### src/sqb_pkg.sv
// Shared types, constants and state codes of the sprite quad batcher.
package sqb_pkg;

    localparam int MAX_QUADS_DEF     = 1024;
    localparam int TEX_SLOTS_DEF     = 32;
    localparam int SINE_ENTRIES_DEF  = 1024;

    localparam int SLOT_W   = 5;
    localparam int USED_W   = 6;
    localparam int QUAD_W   = 11;
    localparam int VIDX_W   = 12;
    localparam int TRIG_W   = 18;
    localparam int ANG_W    = 25;
    localparam int QUOT_W   = 13;
    localparam int PROD_W   = ANG_W + QUOT_W;

    // A full turn in Q16.16 is 45 << 19: drop the power of two, then divide by 45
    // with a reciprocal multiply that is exact for every index product.
    localparam int TURN_SH  = 19;
    localparam int DIVQ_W   = PROD_W - TURN_SH;
    localparam int RECIP_SH = 23;
    localparam int KPROD_W  = DIVQ_W + 18;
    localparam logic [17:0] RECIP_TURN = 18'd186414;

    localparam logic [13:0]      HI_OFFSET = 14'd4140;
    localparam logic [14:0]      RECIP_45  = 15'd23302;
    localparam logic [6:0]       TURN_HI   = 7'd45;

    typedef struct packed {
        logic signed [31:0]  pos_x;
        logic signed [31:0]  pos_y;
        logic signed [31:0]  pos_z;
        logic signed [31:0]  scale_x;
        logic signed [31:0]  scale_y;
        logic signed [31:0]  rotation_deg;
        logic signed [31:0]  corner_x;
        logic signed [31:0]  corner_y;
        logic [15:0]         coord_u;
        logic [15:0]         coord_v;
        logic [SLOT_W-1:0]   slot;
        logic                new_binding;
        logic [VIDX_W-1:0]   vertex_index;
        logic                batch_end;
        logic [QUAD_W-1:0]   batch_quads;
    } t_item;

    typedef enum logic [3:0] {
        B_IDLE,
        B_RED,
        B_MOD,
        B_MUL,
        B_DIV,
        B_ROM,
        B_ROT,
        B_SUM,
        B_SCL,
        B_OUT
    } t_bstate;

endpackage

### src/sqb_queue.sv
// Two-entry item queue between the front end and the transform back end.
module sqb_queue (
    input  logic           i_clk,
    input  logic           i_rst_n,
    input  logic           i_push,
    input  sqb_pkg::t_item i_item,
    input  logic           i_pop,
    output logic           o_full,
    output logic           o_valid,
    output sqb_pkg::t_item o_item
);
    sqb_pkg::t_item r_mem [2];
    logic           r_wp, r_rp;
    logic [1:0]     r_cnt;

    assign o_full  = (r_cnt == 2'd2);
    assign o_valid = (r_cnt != 2'd0);
    assign o_item  = r_mem[r_rp];

    always_ff @(posedge i_clk) begin
        if (!i_rst_n) begin
            r_wp  <= 1'b0;
            r_rp  <= 1'b0;
            r_cnt <= '0;
        end else begin
            if (i_push) r_wp <= !r_wp;
            if (i_pop)  r_rp <= !r_rp;
            r_cnt <= r_cnt + {1'b0, i_push} - {1'b0, i_pop};
        end
    end

    always_ff @(posedge i_clk) begin
        if (i_push) r_mem[r_wp] <= i_item;
    end

endmodule

### config.mk
export PLATFORM = sky130hd
export DESIGN_NAME = sqb_queue
export DESIGN_NICKNAME = d
export VERILOG_FILES = /design/src/sqb_pkg.sv /design/src/sqb_queue.sv
export SDC_FILE = /design/constraint.sdc
export NUM_CORES = 1
export LEC_CHECK = 0
export ABC_AREA = 1
export BUFFER_PORTS_ARGS = -buffer_cell sky130_fd_sc_hd__buf_4
export CORE_UTILIZATION = 30
export DETAILED_ROUTE_END_ITERATION = 6
export SKIP_LAST_GASP = 1
export SLEW_MARGIN = 5
export SYNTH_ARGS = -nofsm -noshare
export SYNTH_HDL_FRONTEND = slang
export SYNTH_SLANG_ARGS = --single-unit
### constraint.sdc
create_clock -name i_clk -period 25.5 [get_ports i_clk]
set_input_delay 2.55 -clock i_clk [delete_from_list [all_inputs] [get_ports i_clk]]
set_output_delay 2.55 -clock i_clk [all_outputs]
set_load 0.1 [all_outputs]
; After elaboration in Yosys (flattened, before gate mapping)
; Memory sizes are Yosys's and may differ from the RTL's. A register that Yosys moved wholly into a read port is not among the register bits.
; Cells that the tools add are included.
[totals]
mem_bits_rw = 636
memories = 1
word_cells = 14
register_bits = 4
out_inout_bits = 320
input_bits = 322
[classes]
n_eq_ne = 1
add_sub_neg = 2
muxes = 4
n_reduce_logical = 3
[mem_list]
columns = name, depth, width, read_ports, rd_clocked_by_memory_dff, write_ports, line_no
row1 = r_mem, 2, 318, 1, 1, 1, sqb_queue.sv:12  ; sqb_pkg::t_item r_mem [2];
[op_table]
columns = operator, n
row1 = two-way mux 1 bit, 4
row2 = adder 2 x 1 -> 2 bit, 1
row3 = == test 2 bit (second input constant), 1
row4 = zero test 1 bit, 2
row5 = nonzero test 2 bit, 1
row6 = subtractor 2 x 1 -> 2 bit, 1

; Depth between registers and ports, before layout
[depth]
depth_word = 3
mapped_depth = 7
depth_no_buf = 7

; Worst setup path after synthesis
; No wires, ideal clock.
[synth_path]
path_kind = input to register
from = in i_push
to = mem r_mem[0][0] in the netlist's numbering, enable pin
setup_ns = 1.013
required_ns = 24.487
arrival_time_ns = 15.870
slack_ns = 8.617
stages = 2
cell_sequence = inv_1 > nor2_1
[synth_between]
elab_chain_len = 2
[synth_lines]
columns = element, line_no
row1 = start: declaration, sqb_queue.sv:5  ; input logic i_push,
row2 = two-way mux 1 bit, sqb_queue.sv:33  ; if (i_push) r_mem[r_wp] <= i_item;
row3 = two-way mux 1 bit (implied by the code), sqb_queue.sv:33
row4 = end: declaration, sqb_queue.sv:12
; Every way passes these cells.

==> results.json <==
{
  "setup_tns_ns": 0,
  "crit_family": "buffers and inverters",
  "dr_total_vias": 12000,
  "cpMaxStageDelayCell": "dfxtp_4",
  "required_ns": 22.95,
  "core_um2": 77600,
  "worst_hold_slack_ns": 0.519,
  "ant_nets": 0,
  "cts_tree": "yes",
  "synth.net_count": 1346,
  "path_clk_slew_ns": 0.06,
  "final_area_um2": 31800,
  "ioPinCount": 642,
  "power.total_mw": 2.82,
  "netlist_instances": 1022,
  "cp_max_fo": 73,
  "grt_usage_pct": 13.1,
  "path_cells": "buf_4 > buf_4 > mux2_2 > buf_4",
  "critPathMaxStageDelay_ns": 0.90,
  "grt_max_degree": 156,
  "fin_crit_ns": 6.60,
  "grt_pass1_wl_um": 78100,
  "skew_ns": 0.0217,
  "drc_errors": 0,
  "row_count": 102,
  "die_h_um": 282,
  "cts_hold_buf": 0,
  "routed_wl_um": 55400,
  "hold_violations": 0,
  "min_path_type": "reg2reg",
  "powerDensity_nw_per_um2": 88.7,
  "root_buffer": "clkbuf_16",
  "cts-buffers-inserted": 72,
  "cts_setup_buffers": 0,
  "ys_seq_elements": 641,
  "clock_latency_ns": 0.60,
  "cts_resized": 0,
  "port_buffers": 641,
  "gp_congestion": 0.802,
  "clockBufferDepth": 3,
  "cap_violations": 0,
  "cts.sink_count": 641,
  "first_pass_iters": 4,
  "dp_slack_ns": 19.51,
  "netlist_area_um2": 23600,
  "die_width_um": 282,
  "syn2layout_area_growth_pct": 35.0,
  "fin_ws_ns": 18.90,
  "relSlewSlack_pct": 24.4,
  "hpwlAfterDp_um": 37500,
  "worst_pin_slew_ns": 1.13,
  "critPathCaptureType": "primary output",
  "first_global_vias": 12700,
  "routedWlPerCell_um": 19.7,
  "path_buf_inv": 3,
  "crit_type": "reg2out",
  "nNetsFinal": 2035,
  "start_util_pct": 30.4,
  "ys_warn_count": 0,
  "antenna_cells": 0,
  "syn_area_per_cell_um2": 23.1,
  "place_area_um2": 29500,
  "slew_violations": 0,
  "drive_above_1_share_pct": 60.6,
  "synth_cell_type_count": 14,
  "status": "finished clean",
  "drt_iter0_drc": 565,
  "yosysSeqAreaShare_pct": 81.5,
  "antenna_found_initial": 2,
  "fmax_mhz": 151,
  "overflow": 0,
  "setup_viol": 0,
  "rsz0062_at_grt": "no",
  "cp_common_cell": "buf_4",
  "routed_via_density": 4.27,
  "leakagePower_nw": 11.9,
  "critPathArrivalTime_ns": 4.05,
  "ir_drop_v": 0.0000517,
  "fin_crit_sh_pct": 25.9,
  "htreeDepth": 3,
  "start_kind": "flop",
  "die_area_um2": 79700
}
==> report_power, final <==
part / internal, mW / switching, mW / leakage (nW) / total (mW)
logic: 0.144 / 0.436 / 4.80 / 0.580
registers: 1.22 / 0.0167 / 6.01 / 1.24
clock network: 0.578 / 0.425 / 1.12 / 1.00
total: 1.94 / 0.878 / 11.9 / 2.82
==> worst reg2reg max path: stages, from the launching register on <==
cell and delay [ns]:
dfxtp_1 0.39, nand2_1 0.17, inv_8 0.63, buf_4 0.76
buf_4 1.02
==> layer usage <==
metal / up-vias / track usage, % / wire length [um]
met5: - / 0 / 16
met4: 2 / 4.78 / 1390
met3: 96 / 4.92 / 5540
met2: 532 / 22.6 / 27900
met1: 5904 / 14.8 / 20600
li1: 5452 / - / -
==> final cells by class <==
cell class | instances | area, um2
multi-input cells | 339 | 4060
clock inverters | 50 | 473
flip-flops and latches | 641 | 19200
well taps | 1040 | 1300
fillers | 6964 | 45800
clock buffers | 83 | 1840
inverters | 7 | 33.8
repair buffers | 650 | 4900
==> cell families after synthesis <==
group | count (synthesis) | share of synthesized area (%)
AOI/OAI and AO/OA | 1 | 0.0212
buffers and inverters | 42 | 1.33
DFF | 641 | 81.5
and+or+nand+nor | 18 | 0.292
muxes | 318 | 16.8
adders and majority gates | 2 | 0.106
==> final timing paths <==
path / start / end / slack, ns / cells after the start
max: flop / o_item[85] / 18.90 / 4
min: r_rp / flop / 0.52 / 2
min reg2reg: r_rp / flop / 0.52 / 2
max reg2reg: r_wp / r_mem[1][174] / 22.00 / 4
==> placed cells by master, fill, tap and decap left out, types with 2 or more instances in the layout <==
cell type | netlist | routed
buf_12 | 0 | 2
buf_4 | 2 | 648
bufinv_16 | 0 | 5
clkbuf_1 | 0 | 11
clkbuf_16 | 0 | 72
clkinv_1 | 0 | 21
clkinv_16 | 0 | 3
clkinv_2 | 0 | 10
clkinvlp_4 | 0 | 3
dfxtp_1 | 5 | 4
edfxtp_1 | 636 | 636
ha_1 | 2 | 2
inv_1 | 7 | 6
inv_6 | 0 | 6
mux2_2 | 218 | 218
mux2_4 | 100 | 100
nand2_1 | 9 | 9
nor2_1 | 8 | 7
==> through the flow <==
| step | cells | util (%) |
|---|---|---|
| global route | 2810 | 41.0 |
| global placement | 2677 | 38.0 |
| finish | 2810 | 41.0 |
| CTS | 2810 | 41.0 |
| detailed placement | 2677 | 38.0 |
| floorplan | 1022 | - |
==> cell usage after synthesis, drive strengths merged <==
library cell,n,area (um2)
edfxtp,636,19100
a21oi,1,5.00
buf,35,287
mux2,318,3960
nand2,9,33.8
nand3,1,5.00
ha,2,25.0
dfxtp,5,100
inv,7,26.3
nor2,8,30.0
==> sequential cells by signal, summed over array words and instances (netlist names), named ones only <==
register,count
r_mem,636
r_cnt,2
r_rp,1
r_wp,1
Power figures use the tool's default switching activity.
