[src/sqb_pkg.sv]
// Shared types, constants and state codes of the sprite quad batcher.
package sqb_pkg;

    localparam int MAX_QUADS_DEF     = 1024;
    localparam int TEX_SLOTS_DEF     = 32;
    localparam int SINE_ENTRIES_DEF  = 1024;

    localparam int SLOT_W   = 5;
    localparam int USED_W   = 6;
    localparam int QUAD_W   = 11;
    localparam int VIDX_W   = 12;
    localparam int TRIG_W   = 18;
    localparam int ANG_W    = 25;
    localparam int QUOT_W   = 13;
    localparam int PROD_W   = ANG_W + QUOT_W;

    // A full turn in Q16.16 is 45 << 19: drop the power of two, then divide by 45
    // with a reciprocal multiply that is exact for every index product.
    localparam int TURN_SH  = 19;
    localparam int DIVQ_W   = PROD_W - TURN_SH;
    localparam int RECIP_SH = 23;
    localparam int KPROD_W  = DIVQ_W + 18;
    localparam logic [17:0] RECIP_TURN = 18'd186414;

    localparam logic [13:0]      HI_OFFSET = 14'd4140;
    localparam logic [14:0]      RECIP_45  = 15'd23302;
    localparam logic [6:0]       TURN_HI   = 7'd45;

    typedef struct packed {
        logic signed [31:0]  pos_x;
        logic signed [31:0]  pos_y;
        logic signed [31:0]  pos_z;
        logic signed [31:0]  scale_x;
        logic signed [31:0]  scale_y;
        logic signed [31:0]  rotation_deg;
        logic signed [31:0]  corner_x;
        logic signed [31:0]  corner_y;
        logic [15:0]         coord_u;
        logic [15:0]         coord_v;
        logic [SLOT_W-1:0]   slot;
        logic                new_binding;
        logic [VIDX_W-1:0]   vertex_index;
        logic                batch_end;
        logic [QUAD_W-1:0]   batch_quads;
    } t_item;

    typedef enum logic [3:0] {
        B_IDLE,
        B_RED,
        B_MOD,
        B_MUL,
        B_DIV,
        B_ROM,
        B_ROT,
        B_SUM,
        B_SCL,
        B_OUT
    } t_bstate;

endpackage

[src/sqb_front.sv]
// Front end: texture slot lookup, corner and quad counting, batch end marking.
module sqb_front #(
    parameter int MAX_QUADS     = sqb_pkg::MAX_QUADS_DEF,
    parameter int TEXTURE_SLOTS = sqb_pkg::TEX_SLOTS_DEF
) (
    input  logic                 i_clk,
    input  logic                 i_rst_n,
    input  logic                 i_valid,
    output logic                 o_ready,
    input  logic                 i_q_full,
    input  logic [31:0]          i_texture_id,
    input  logic                 i_scene_end,
    output logic                 o_push,
    output logic [sqb_pkg::SLOT_W-1:0] o_slot,
    output logic                 o_new,
    output logic [sqb_pkg::VIDX_W-1:0] o_vidx,
    output logic                 o_bend,
    output logic [sqb_pkg::QUAD_W-1:0] o_bquads
);
    localparam int IW = (TEXTURE_SLOTS > 1) ? $clog2(TEXTURE_SLOTS) : 1;

    logic [31:0]                 r_table [TEXTURE_SLOTS];
    logic [sqb_pkg::USED_W-1:0]  r_used, n_used;
    logic [sqb_pkg::QUAD_W-1:0]  r_quads, n_quads;
    logic [1:0]                  r_corner, n_corner;
    logic [sqb_pkg::SLOT_W-1:0]  r_held_slot, n_held_slot;
    logic                        r_held_new, n_held_new;
    logic                        w_hit, w_write;
    logic [sqb_pkg::SLOT_W-1:0]  w_found;
    logic [sqb_pkg::QUAD_W-1:0]  w_qnext;

    assign o_ready = !i_q_full;
    assign o_push  = i_valid && !i_q_full;

    always_comb begin
        w_hit   = 1'b0;
        w_found = '0;
        for (int i = 0; i < TEXTURE_SLOTS; i++) begin
            if (!w_hit && (sqb_pkg::USED_W'(i) < r_used) && (r_table[i] == i_texture_id)) begin
                w_hit   = 1'b1;
                w_found = sqb_pkg::SLOT_W'(i);
            end
        end
    end

    always_comb begin
        n_used      = r_used;
        n_quads     = r_quads;
        n_corner    = r_corner + 2'd1;
        n_held_slot = r_held_slot;
        n_held_new  = r_held_new;
        w_write     = 1'b0;
        w_qnext     = r_quads + 1'b1;
        o_bend      = 1'b0;
        o_bquads    = '0;
        if (r_corner == 2'd0) begin
            if (w_hit) begin
                n_held_slot = w_found;
                n_held_new  = 1'b0;
            end else if (r_used < sqb_pkg::USED_W'(TEXTURE_SLOTS)) begin
                w_write     = 1'b1;
                n_held_slot = r_used[sqb_pkg::SLOT_W-1:0];
                n_held_new  = 1'b1;
                n_used      = r_used + 1'b1;
            end else begin
                n_held_slot = sqb_pkg::SLOT_W'(TEXTURE_SLOTS - 1);
                n_held_new  = 1'b0;
            end
        end
        if (r_corner == 2'd3) begin
            n_quads = w_qnext;
            if (w_qnext >= sqb_pkg::QUAD_W'(MAX_QUADS) ||
                r_used >= sqb_pkg::USED_W'(TEXTURE_SLOTS) || i_scene_end) begin
                o_bend   = 1'b1;
                o_bquads = w_qnext;
                n_quads  = '0;
                n_used   = '0;
            end
        end
        o_slot = n_held_slot;
        o_new  = n_held_new;
        o_vidx = {r_quads[sqb_pkg::VIDX_W-3:0], r_corner};
    end

    always_ff @(posedge i_clk) begin
        if (!i_rst_n) begin
            r_used      <= '0;
            r_quads     <= '0;
            r_corner    <= '0;
            r_held_slot <= '0;
            r_held_new  <= 1'b0;
        end else if (o_push) begin
            r_used      <= n_used;
            r_quads     <= n_quads;
            r_corner    <= n_corner;
            r_held_slot <= n_held_slot;
            r_held_new  <= n_held_new;
        end
    end

    always_ff @(posedge i_clk) begin
        if (o_push && w_write) begin
            r_table[r_used[IW-1:0]] <= i_texture_id;
        end
    end

endmodule

[config.mk]
export PLATFORM = sky130hd
export DESIGN_NAME = sqb_front
export DESIGN_NICKNAME = d
export VERILOG_FILES = /design/src/sqb_pkg.sv /design/src/sqb_front.sv
export SDC_FILE = /design/constraint.sdc
export NUM_CORES = 1
export LEC_CHECK = 0
export BUFFER_PORTS_ARGS = -buffer_cell sky130_fd_sc_hd__buf_2
export CAP_MARGIN = 25
export CORE_ASPECT_RATIO = 0.8
export CORE_MARGIN = 3
export CORE_UTILIZATION = 49
export CTS_BUF_LIST = sky130_fd_sc_hd__clkbuf_8
export CTS_CLUSTER_SIZE = 16
export DETAILED_ROUTE_END_ITERATION = 7
export PLACE_DENSITY = 0.75
export SLEW_MARGIN = 40
export SYNTH_ARGS = -nofsm -noshare
export SYNTH_HDL_FRONTEND = slang
export SYNTH_SLANG_ARGS = --single-unit
[constraint.sdc]
create_clock -name i_clk -period 5.7 [get_ports i_clk]
set_clock_uncertainty 0.15 [all_clocks]
set_input_delay 1.14 -clock i_clk [delete_from_list [all_inputs] [get_ports i_clk]]
set_output_delay 1.14 -clock i_clk [all_outputs]
set_load 0.005 [all_outputs]
-- Word level (Yosys, flattened, before mapping)
Memory sizes are Yosys's and may differ from the RTL's.
Index checks and enable logic that the tools add are counted.
- memories kept: 1
- memory bits (writable): 1024
- input bits: 37
- logic and storage cells: 260
- register bits after elaboration: 25
- reduce and logical (&&, ||, !) cells: 101
- add/subtract/negate cells: 3
- magnitude comparators: 35
- eq/ne operators: 33
- muxes and demuxes: 82
- memory list (name ; words ; bits a word ; rd ports ; clocked after Yosys merged registers in ; wr ports ; RTL line ; source):
    r_table ; 32 ; 32 ; 32 ; 0 ; 1 ; sqb_front.sv:22 ; logic [31:0] r_table [TEXTURE_SLOTS];
- operators with widths (operator ; count):
    == test 32 bit ; 32
    two-way mux 5 bit ; 33
    < comparator 5 x 6 -> 1 bit (first input constant) ; 16
    logical AND 1 bit ; 65
    < comparator 4 x 6 -> 1 bit (first input constant) ; 8
    two-way mux 1 bit ; 41
    two-way mux 11 bit ; 3
    zero test 1 bit ; 32
    two-way mux 6 bit ; 5
    < comparator 3 x 6 -> 1 bit (first input constant) ; 4
    < comparator 1 x 6 -> 1 bit (first input constant) ; 2
    < comparator 2 x 6 -> 1 bit (first input constant) ; 2
    adder 11 x 1 -> 11 bit (second input constant) ; 1
    greater-or-equal comparator 11 bit (second input constant) ; 1
    adder 6 x 1 -> 6 bit (second input constant) ; 1
    greater-or-equal comparator 6 bit (second input constant) ; 1
    < comparator 6 bit (second input constant) ; 1
    adder 2 x 1 -> 2 bit (second input constant) ; 1
    == test 2 bit (second input constant) ; 1
    zero test 2 bit ; 1
    logical OR 1 bit ; 2
    AND reduction 2 bit ; 1

-- Depth between registers and ports, before layout
Gate-level depths: netlist of run 1.
An unclocked memory read counts as a cell.
- depth after elaboration: 133
- gate-level depth with buffers: 14
- gate-level depth less buffers: 11

-- Worst setup path before layout of run 1
No wires, ideal clock.
- path kind: input port to flip-flop
- start: in i_texture_id[2]
- end: mem r_table[21][0] (enable)
- arrival: 4.834 ns
- stages on the path: 10
- setup slack: 0.295 ns
- buffers on the path: 3
- cells stage by stage: buf_4 buf_12 buf_12 xor2_1 nor4_1 and4_4 or4_4 nor4_2 nand3_1 nor2_1
- word-level cells in the longest chain between the ends: 132
- elaborated cells on any way between the ends: 163
- ends and longest elaborated chain (element ; RTL line ; source):
    from (decl) ; sqb_front.sv:11 ; input logic [31:0] i_texture_id,
    == test 32 bit ; sqb_front.sv:39 ; if (!w_hit && (sqb_pkg::USED_W'(i) < r_used) && (r_table[i] == i_texture_id)) begin
    logical AND 1 bit ; sqb_front.sv:39 ;
    two-way mux 1 bit ; sqb_front.sv:39 ;
    zero test 1 bit ; sqb_front.sv:39 ;
    logical AND 1 bit (2 in a row) ; sqb_front.sv:39 ;
    two-way mux 1 bit ; sqb_front.sv:39 ;
    zero test 1 bit ; sqb_front.sv:39 ;
    logical AND 1 bit (2 in a row) ; sqb_front.sv:39 ;
    [113 not listed] ; n/a ;
    zero test 1 bit ; sqb_front.sv:39 ;
    logical AND 1 bit (2 in a row) ; sqb_front.sv:39 ;
    two-way mux 1 bit * ; sqb_front.sv:39 ;
    two-way mux 1 bit * ; sqb_front.sv:57 ; if (w_hit) begin
    two-way mux 1 bit * ; sqb_front.sv:56 ; if (r_corner == 2'd0) begin
    logical AND 1 bit * ; sqb_front.sv:102 ; if (o_push && w_write) begin
    two-way mux 1 bit * ; sqb_front.sv:102 ;
    two-way mux 1 bit (implied by the code) * ; sqb_front.sv:103 ; r_table[r_used[IW-1:0]] <= i_texture_id;
    to (decl) ; sqb_front.sv:22 ;
Every way passes the cells marked *; elsewhere a longest branch is shown, timed or not.

-- Final worst setup path of run 1
- start: in i_texture_id[15]
- end: out o_slot[2] in the netlist's numbering
- word-level cells in the longest chain between the ends: 129
- elaborated cells on any way between the ends: 189
- ends and longest elaborated chain (element ; RTL line ; source):
    == test 32 bit ; sqb_front.sv:39 ;
    logical AND 1 bit ; sqb_front.sv:39 ;
    two-way mux 1 bit ; sqb_front.sv:39 ;
    zero test 1 bit ; sqb_front.sv:39 ;
    logical AND 1 bit (2 in a row) ; sqb_front.sv:39 ;
    two-way mux 1 bit ; sqb_front.sv:39 ;
    zero test 1 bit ; sqb_front.sv:39 ;
    logical AND 1 bit (2 in a row) ; sqb_front.sv:39 ;
    [109 not listed] ; n/a ;
    zero test 1 bit ; sqb_front.sv:39 ;
    logical AND 1 bit (2 in a row) ; sqb_front.sv:39 ;
    two-way mux 1 bit ; sqb_front.sv:39 ;
    zero test 1 bit ; sqb_front.sv:39 ;
    logical AND 1 bit (2 in a row) ; sqb_front.sv:39 ;
    two-way mux 5 bit / two-way mux 1 bit (equally long branches) ; sqb_front.sv:39 ;
    two-way mux 5 bit * ; sqb_front.sv:57 ;
    two-way mux 5 bit * ; sqb_front.sv:56 ;
    to (decl) ; sqb_front.sv:14 ; output logic [sqb_pkg::SLOT_W-1:0] o_slot,
Marks and branches as above.

==> results.toml, run 1 <==
[die]
dieHeight_um = 287.3
rows = 102
core_area_um2 = 97500
die_area_um2 = 102800
fp.dieW_um = 357.7
io_pins = 69
start_util_pct = 49.72

[hold_path]
worst_hold_path_type = "reg -> reg"
worstHoldStart = "r_held_slot[3]"
whs_endpoint = "r_held_slot[3]"
hold_depth = 2

[clock_tree]
clkSlewWorstSetupHoldPaths_ns = 0.06
cts.sink_count = 1049
cts_max_level = 4
clockRootBuffer = "clkbuf_8"
cts-buffers-inserted = 160
cts_tree = "done"
max-clock-path-buffers = 3
clk_latency_ns = 0.86

[cells_and_area]
fin_cells = 5107
area_delta_synth_final_pct = 15.11
drive_gt1_share_pct = 18.60
n_fill_cell = 7631
mostFrequentLayoutCells = "edfxtp_1 (1024), xor2_1 (606), xnor2_1 (424), buf_4 (238), nor4_1 (214)"
nets = 3722
stdcell_area_um2 = 55810
fin_util_pct = 57.24
final_common_cell = "edfxtp_1"

[yosys]
ys.flop_type = "edfxtp_1"
synth-compound-area-share_pct = 1.319
synth_top_area_share_pct = 63.43
yosysTopAreaCell = "edfxtp_1"
synth_seq_cells = 1049
synth.distinct_cells = 82
synth_nets = 3331
synth_fa_ha_area_share_pct = 0.2323
async_flop_share_pct = 0
yosys.area_share.simple_pct = 11.16
synthCells = 3285
avgSynthCellArea_um2 = 14.76
muxShareOfSynthArea_pct = 0.09033
synth_edf_count = 1024
synth_top_family_by_area = "XOR/XNOR gates"
yosysWarnings = 0
synth_xor_area_share_pct = 18.88
yosysSeqAreaShare_pct = 64.46
netlist_area_um2 = 48480
synth_area_leaders = "edfxtp_1 (63%), xor2_1 (11%), xnor2_1 (7.7%), nor4_1 (2.9%), nand4_1 (2.5%)"

[timing]
setup_viol_count_final = 0
hold_viol = 0
period_needed_ns = 5.675
drv_slew = 0
fmax_ghz = 0.1762
fin_tns_setup_ns = 0
finalCritPeriodShare_pct = 99.57
maxSlewHeadroom_pct = 38.21
rsz0062_at_grt = "yes"
tightest_slew_ns = 0.9184

[grt]
grt_max_degree = 38
overflow = 0
grt_pass1_wl_um = 196500
grt_pass1_vias = 29380
antenna_found_initial = 5
track_usage_pct = 26.06

[worst_setup_path]
startpoint = "i_texture_id[15]"
cp_max_fo = 14
crit_family = "simple AND/OR/NAND/NOR gates"
start_kind = "input port"
crit_chain = "buf_6, buf_12, xor2_1, or4_1, or4_1, nor4_2, and2b_4, nand3_2, nor3_2, nor4b_2, o31ai_2, buf_4, buf_2"
critPathArrivalTime_ns = 4.39
ff2ff_path_depth = 15
r2r_start = "r_used[3]"
cpMaxStageDelayCell = "or4_1"
worst_path_largest_cell_delay_ns = 0.54
critPathCaptureType = "output port"
cp_common_cell = "or4_1"
path_class = "in -> out"
path_buf_inv = 4
reg2reg_to = "r_table[28][31]"
r2r_slack_ns = 0.98
critPathRequiredTime_ns = 4.41

[placement]
dpl.hpwl_um = 90880
placedInstanceArea_um2 = 52520
io_buffers = 68
gp_congestion = 0.9899
placed_cells = 4809

[routing]
drc = 0
wl_um = 134800
vias_per_cell = 5.940
avgRoutedWirePerCell_um = 26.39
vias = 30330
first_iter_violations = 4067
postRouteAntennaNets = 0
firstDrtPassIters = 8

[power]
swShare_pct = 24.48
clockPowerShare_pct = 38.0
p_per_area_nw_per_um2 = 281.2
p_comb_share_pct = 7.9
leakage_nw = 18.44
ir_drop_v = 0.0002168
switchingPower_mw = 3.842
seqPwrFrac_pct = 54.1
total_power_mw = 15.69
p_int_mw = 11.85

[run_status]
status = "complete, no violations"

[run]
max_cap_viol_count = 0
synthesized netlist by cell type (4+ instances only):
| cell | instances |
|---|---|
| nand4_1 | 194 |
| nor4_1 | 227 |
| nand3b_1 | 10 |
| xor2_2 | 7 |
| buf_4 | 55 |
| nand3_1 | 68 |
| or4_1 | 20 |
| or3_1 | 15 |
| buf_12 | 21 |
| and3_1 | 18 |
| a31oi_1 | 6 |
| and2_1 | 4 |
| o21ai_0 | 22 |
| nor4b_1 | 14 |
| and4b_1 | 5 |
| inv_1 | 16 |
| o31ai_1 | 10 |
| buf_6 | 37 |
| dfxtp_1 | 25 |
| nor2_1 | 140 |
| buf_8 | 34 |
| and4_1 | 6 |
| nand2_1 | 52 |
| xnor2_1 | 426 |
| nand2b_1 | 4 |
| nor2b_1 | 6 |
| xor2_1 | 606 |
| ha_1 | 9 |
| nor3b_1 | 5 |
| edfxtp_1 | 1024 |
| nand4b_1 | 15 |
| a21oi_1 | 24 |
| a21o_1 | 5 |
| nor3_1 | 68 |
| clkbuf_1 | 9 |
| nor4_2 | 6 |
per-stage QoR:
stage          hold slack, ns  setup WS [ns]
3_5_place_dp           0.3361        -0.2123
2_1_floorplan          0.2952         0.2949
5_1_grt                0.3539       -0.06788
6_report               0.3428        0.02453
4_1_cts                0.3204       0.007861
3_3_place_gp           0.3068        -0.4471
state kept, by name, summed over array words and instances (netlist names):
| signal | count |
|---|---|
| r_table | 1024 |
| r_used | 6 |
| r_corner | 2 |
| r_held_slot | 5 |
| r_quads | 11 |
| r_held_new | 1 |
area by class of cell:
cell class | instances | area [µm²] | share of cell area (%)
Inverter | 17 | 63.81 | 0.1143
Clock inverter | 127 | 695.7 | 1.247
Tap cell | 1300 | 1627 | 2.915
Sequential cell | 1049 | 31260 | 56.01
Timing Repair Buffer | 388 | 4197 | 7.520
Multi-Input combinational cell | 2060 | 15700 | 28.12
Clock buffer | 165 | 2271 | 4.069
Antenna cell | 1 | 2.502 | 0.004484
metal layers:
| metal | vias up | wire, µm | track usage, % |
|---|---|---|---|
| met5 | - | 0 | 0 |
| met4 | 0 | 3862 | 8.244 |
| met3 | 256 | 14250 | 5.659 |
| met2 | 1874 | 58010 | 37.84 |
| met1 | 15130 | 58670 | 39.09 |
| li1 | 13070 | - | - |
power by group through the flow:
stage	clock network (mW)	registers (mW)	logic, mW
2_1_floorplan	0	8.66	0.666
3_3_place_gp	0	8.65	1.19
3_5_place_dp	0	8.65	1.20
4_1_cts	6.05	8.49	1.21
5_1_grt	6.39	8.49	1.30
6_report	5.97	8.49	1.24
repair_timing:
item	in CTS	in global routing
hold buffers	0	0
resized for setup	24	31
cloned	0	1
setup buffers	4	0
setup endpoints to repair	6	6
pin swaps	2	5
logic make-up after synthesis:
group | Yosys count
AND/OR/NAND/NOR | 911
multiplexers | 4
adder cells (fa/ha/maj) | 9
flip-flops | 1049
AO/OA/AOI/OAI | 97
XOR/XNOR | 1039
buffers and inverters | 176
worst min-delay path: stages, from the launching register on:
cell,delay [ns]
dfxtp_1,0.32
nand3_1,0.06
o31ai_1,0.06
how the worst max path moves through the flow:
stage,slack (ns),cells after the start,end
floorplan,0.29,10,r_table[21][0]
global placement,-0.45,14,o_slot[2]
detailed placement,-0.21,14,o_slot[2]
CTS,0.008,12,o_slot[3]
global route,-0.07,15,o_slot[2]
finish,0.02,13,o_slot[2]
Power figures use the tool's default switching activity.
==> run 2, diff against run 1 <==
Settings changed: PLACE_DENSITY 0.75 to 0.74.
==> run 2 against run 1 <==
Effect of this change:
- combinational power up 7%
- sequential share of layout area fell by 0.80 points
- design area increased by 1.5%
- register-to-register slack improved by 0.21 ns
- core utilization up 0.83 points
- critical path type unchanged
- largest power group unchanged
==> results.toml, run 2 (synthesized netlist as in run 1, its figures left out) <==
[run_status]
status = "complete, no violations"

[placement]
gp_congestion = 0.9557
placed_cells = 4868
io_buffers = 68
placedInstanceArea_um2 = 53000
dpl.hpwl_um = 93620

[routing]
vias_per_cell = 5.889
vias = 30540
first_iter_violations = 4236
avgRoutedWirePerCell_um = 26.93
firstDrtPassIters = 6
drc = 0
postRouteAntennaNets = 0
wl_um = 139700

[clock_tree]
cts_tree = "done"
max-clock-path-buffers = 3
clkSlewWorstSetupHoldPaths_ns = 0.07
cts-buffers-inserted = 162
cts.sink_count = 1049
clk_latency_ns = 0.87
cts_max_level = 4
clockRootBuffer = "clkbuf_8"
hold_buffers = 0

[die]
fp.dieW_um = 357.7
die_area_um2 = 102800
io_pins = 69
rows = 102
dieHeight_um = 287.3
start_util_pct = 49.72
core_area_um2 = 97500

[cells_and_area]
fin_cells = 5187
multi_input_area_um2 = 15790
nets = 3808
stdcell_area_um2 = 56620
largest_register_ffs = 1024
regArea_um2 = 31260
n_fill_cell = 7586
final_common_cell = "edfxtp_1"
drive_gt1_share_pct = 20.21
mostFrequentLayoutCells = "edfxtp_1 (1024), xor2_1 (603), xnor2_1 (425), buf_4 (310), nor4_1 (220)"
area_delta_synth_final_pct = 16.78

[timing]
setup_viol_count_final = 0
finalCritPeriodShare_pct = 99.68
drv_slew = 0
tightest_slew_ns = 0.7895
maxSlewHeadroom_pct = 46.88
hold_viol = 0
fmax_ghz = 0.1760
period_needed_ns = 5.682

[grt]
overflow = 0
grt_pass1_vias = 29570
antenna_found_initial = 5
track_usage_pct = 26.76
grt_pass1_wl_um = 199300
grt_max_degree = 33

[power]
leakage_nw = 18.96
p_comb_share_pct = 8.5
p_per_area_nw_per_um2 = 276.8
switchingPower_mw = 3.876
swShare_pct = 24.73
seqPwrFrac_pct = 54.2
clockPowerShare_pct = 37.3
total_power_mw = 15.67
ir_drop_v = 0.0002553
p_int_mw = 11.80

[worst_setup_path]
critPathRequiredTime_ns = 4.41
cp-endpoint = "o_slot[2]"
path_class = "in -> out"
r2r_slack_ns = 1.19
startpoint = "i_texture_id[31]"
cp_max_fo = 20
r2r_start = "r_used[0]"
start_kind = "input port"
critPathCaptureType = "output port"
critPathArrivalTime_ns = 4.39
reg2reg_to = "r_table[8][16]"
ff2ff_path_depth = 16

[hold_path]
worst_hold_path_type = "reg -> reg"

[run]
max_cap_viol_count = 0
==> run 2: cell count changes in the layout (fill, tap and decap cells not counted), moves of 6 or more <==
cell,before,now
buf_4,238,310
buf_12,106,114
nor4_2,15,7
clkinv_2,20,13
nor2_2,38,32
nor4_1,214,220
==> run 2: worst min path at each step <==
stage	startpoint	end	slack, ns	cells past startpoint
after floorplan	r_held_slot[2]	r_held_slot[2]	0.30	2
after global placement	r_held_slot[3]	r_held_slot[3]	0.31	2
after detailed placement	r_held_slot[2]	r_held_slot[2]	0.31	2
after CTS	i_texture_id[9]	r_table[22][9]	0.28	1
after global routing	i_texture_id[9]	r_table[22][9]	0.34	1
final	r_held_slot[3]	r_held_slot[3]	0.32	2
==> run 2: area by class of cell <==
| class | count | share of cell area, % |
|---|---|---|
| repair buffers | 472 | 8.767 |
| clock inverters | 123 | 1.169 |
| inverters | 17 | 0.1127 |
| well taps | 1300 | 2.873 |
| diodes | 3 | 0.01326 |
| multi-input cells | 2060 | 27.89 |
| clock buffers | 163 | 3.962 |
| flip-flops and latches | 1049 | 55.21 |
==> run 2: power groups by stage <==
stage | sequential [mW] | combinational, mW | clock, mW
4_1_cts | 8.49 | 1.29 | 5.96
3_3_place_gp | 8.65 | 1.25 | 0
5_1_grt | 8.49 | 1.39 | 6.28
2_1_floorplan | 8.66 | 0.666 | 0
6_report | 8.49 | 1.33 | 5.85
3_5_place_dp | 8.65 | 1.27 | 0
==> run 2: repair_timing <==
item | 4_1_cts | 5_1_grt
pin swaps | 7 | 14
cloned | 1 | 1
endpoints found under the setup margin | 6 | 5
gates resized for setup | 36 | 36
setup buffers | 8 | 22
==> run 2: stage by stage <==
stage,util (%),setup TNS (ns),hold slack [ns],worst slack (ns)
2_1_floorplan,-,0,0.2952,0.2949
3_3_place_gp,54.35,-1.900,0.3060,-0.2336
3_5_place_dp,54.36,-0.5100,0.3106,-0.1867
4_1_cts,57.64,-0.05301,0.2838,-0.02712
5_1_grt,58.07,-0.03680,0.3442,-0.03680
6_report,58.07,0,0.3228,0.01840
==> run 2: routing by layer <==
layer,share of wire (%),vias up,GRT usage (%)
met2,42,1781,37.37
met3,12,269,7.321
met1,43,15270,39.82
met5,0.019,-,0
li1,-,13220,-
met4,3.2,4,9.969
==> run 2: critical path, stage by stage <==
cell,delay [ns]
buf_4,0.18
buf_12,0.26
buf_4,0.19
xnor2_1,0.13
nand4_1,0.14
nor4_1,0.72
and4_4,0.37
buf_4,0.13
a21boi_1,0.07
o31ai_2,0.31
nor4b_4,0.10
buf_4,0.16
o31ai_4,0.30
buf_2,0.18
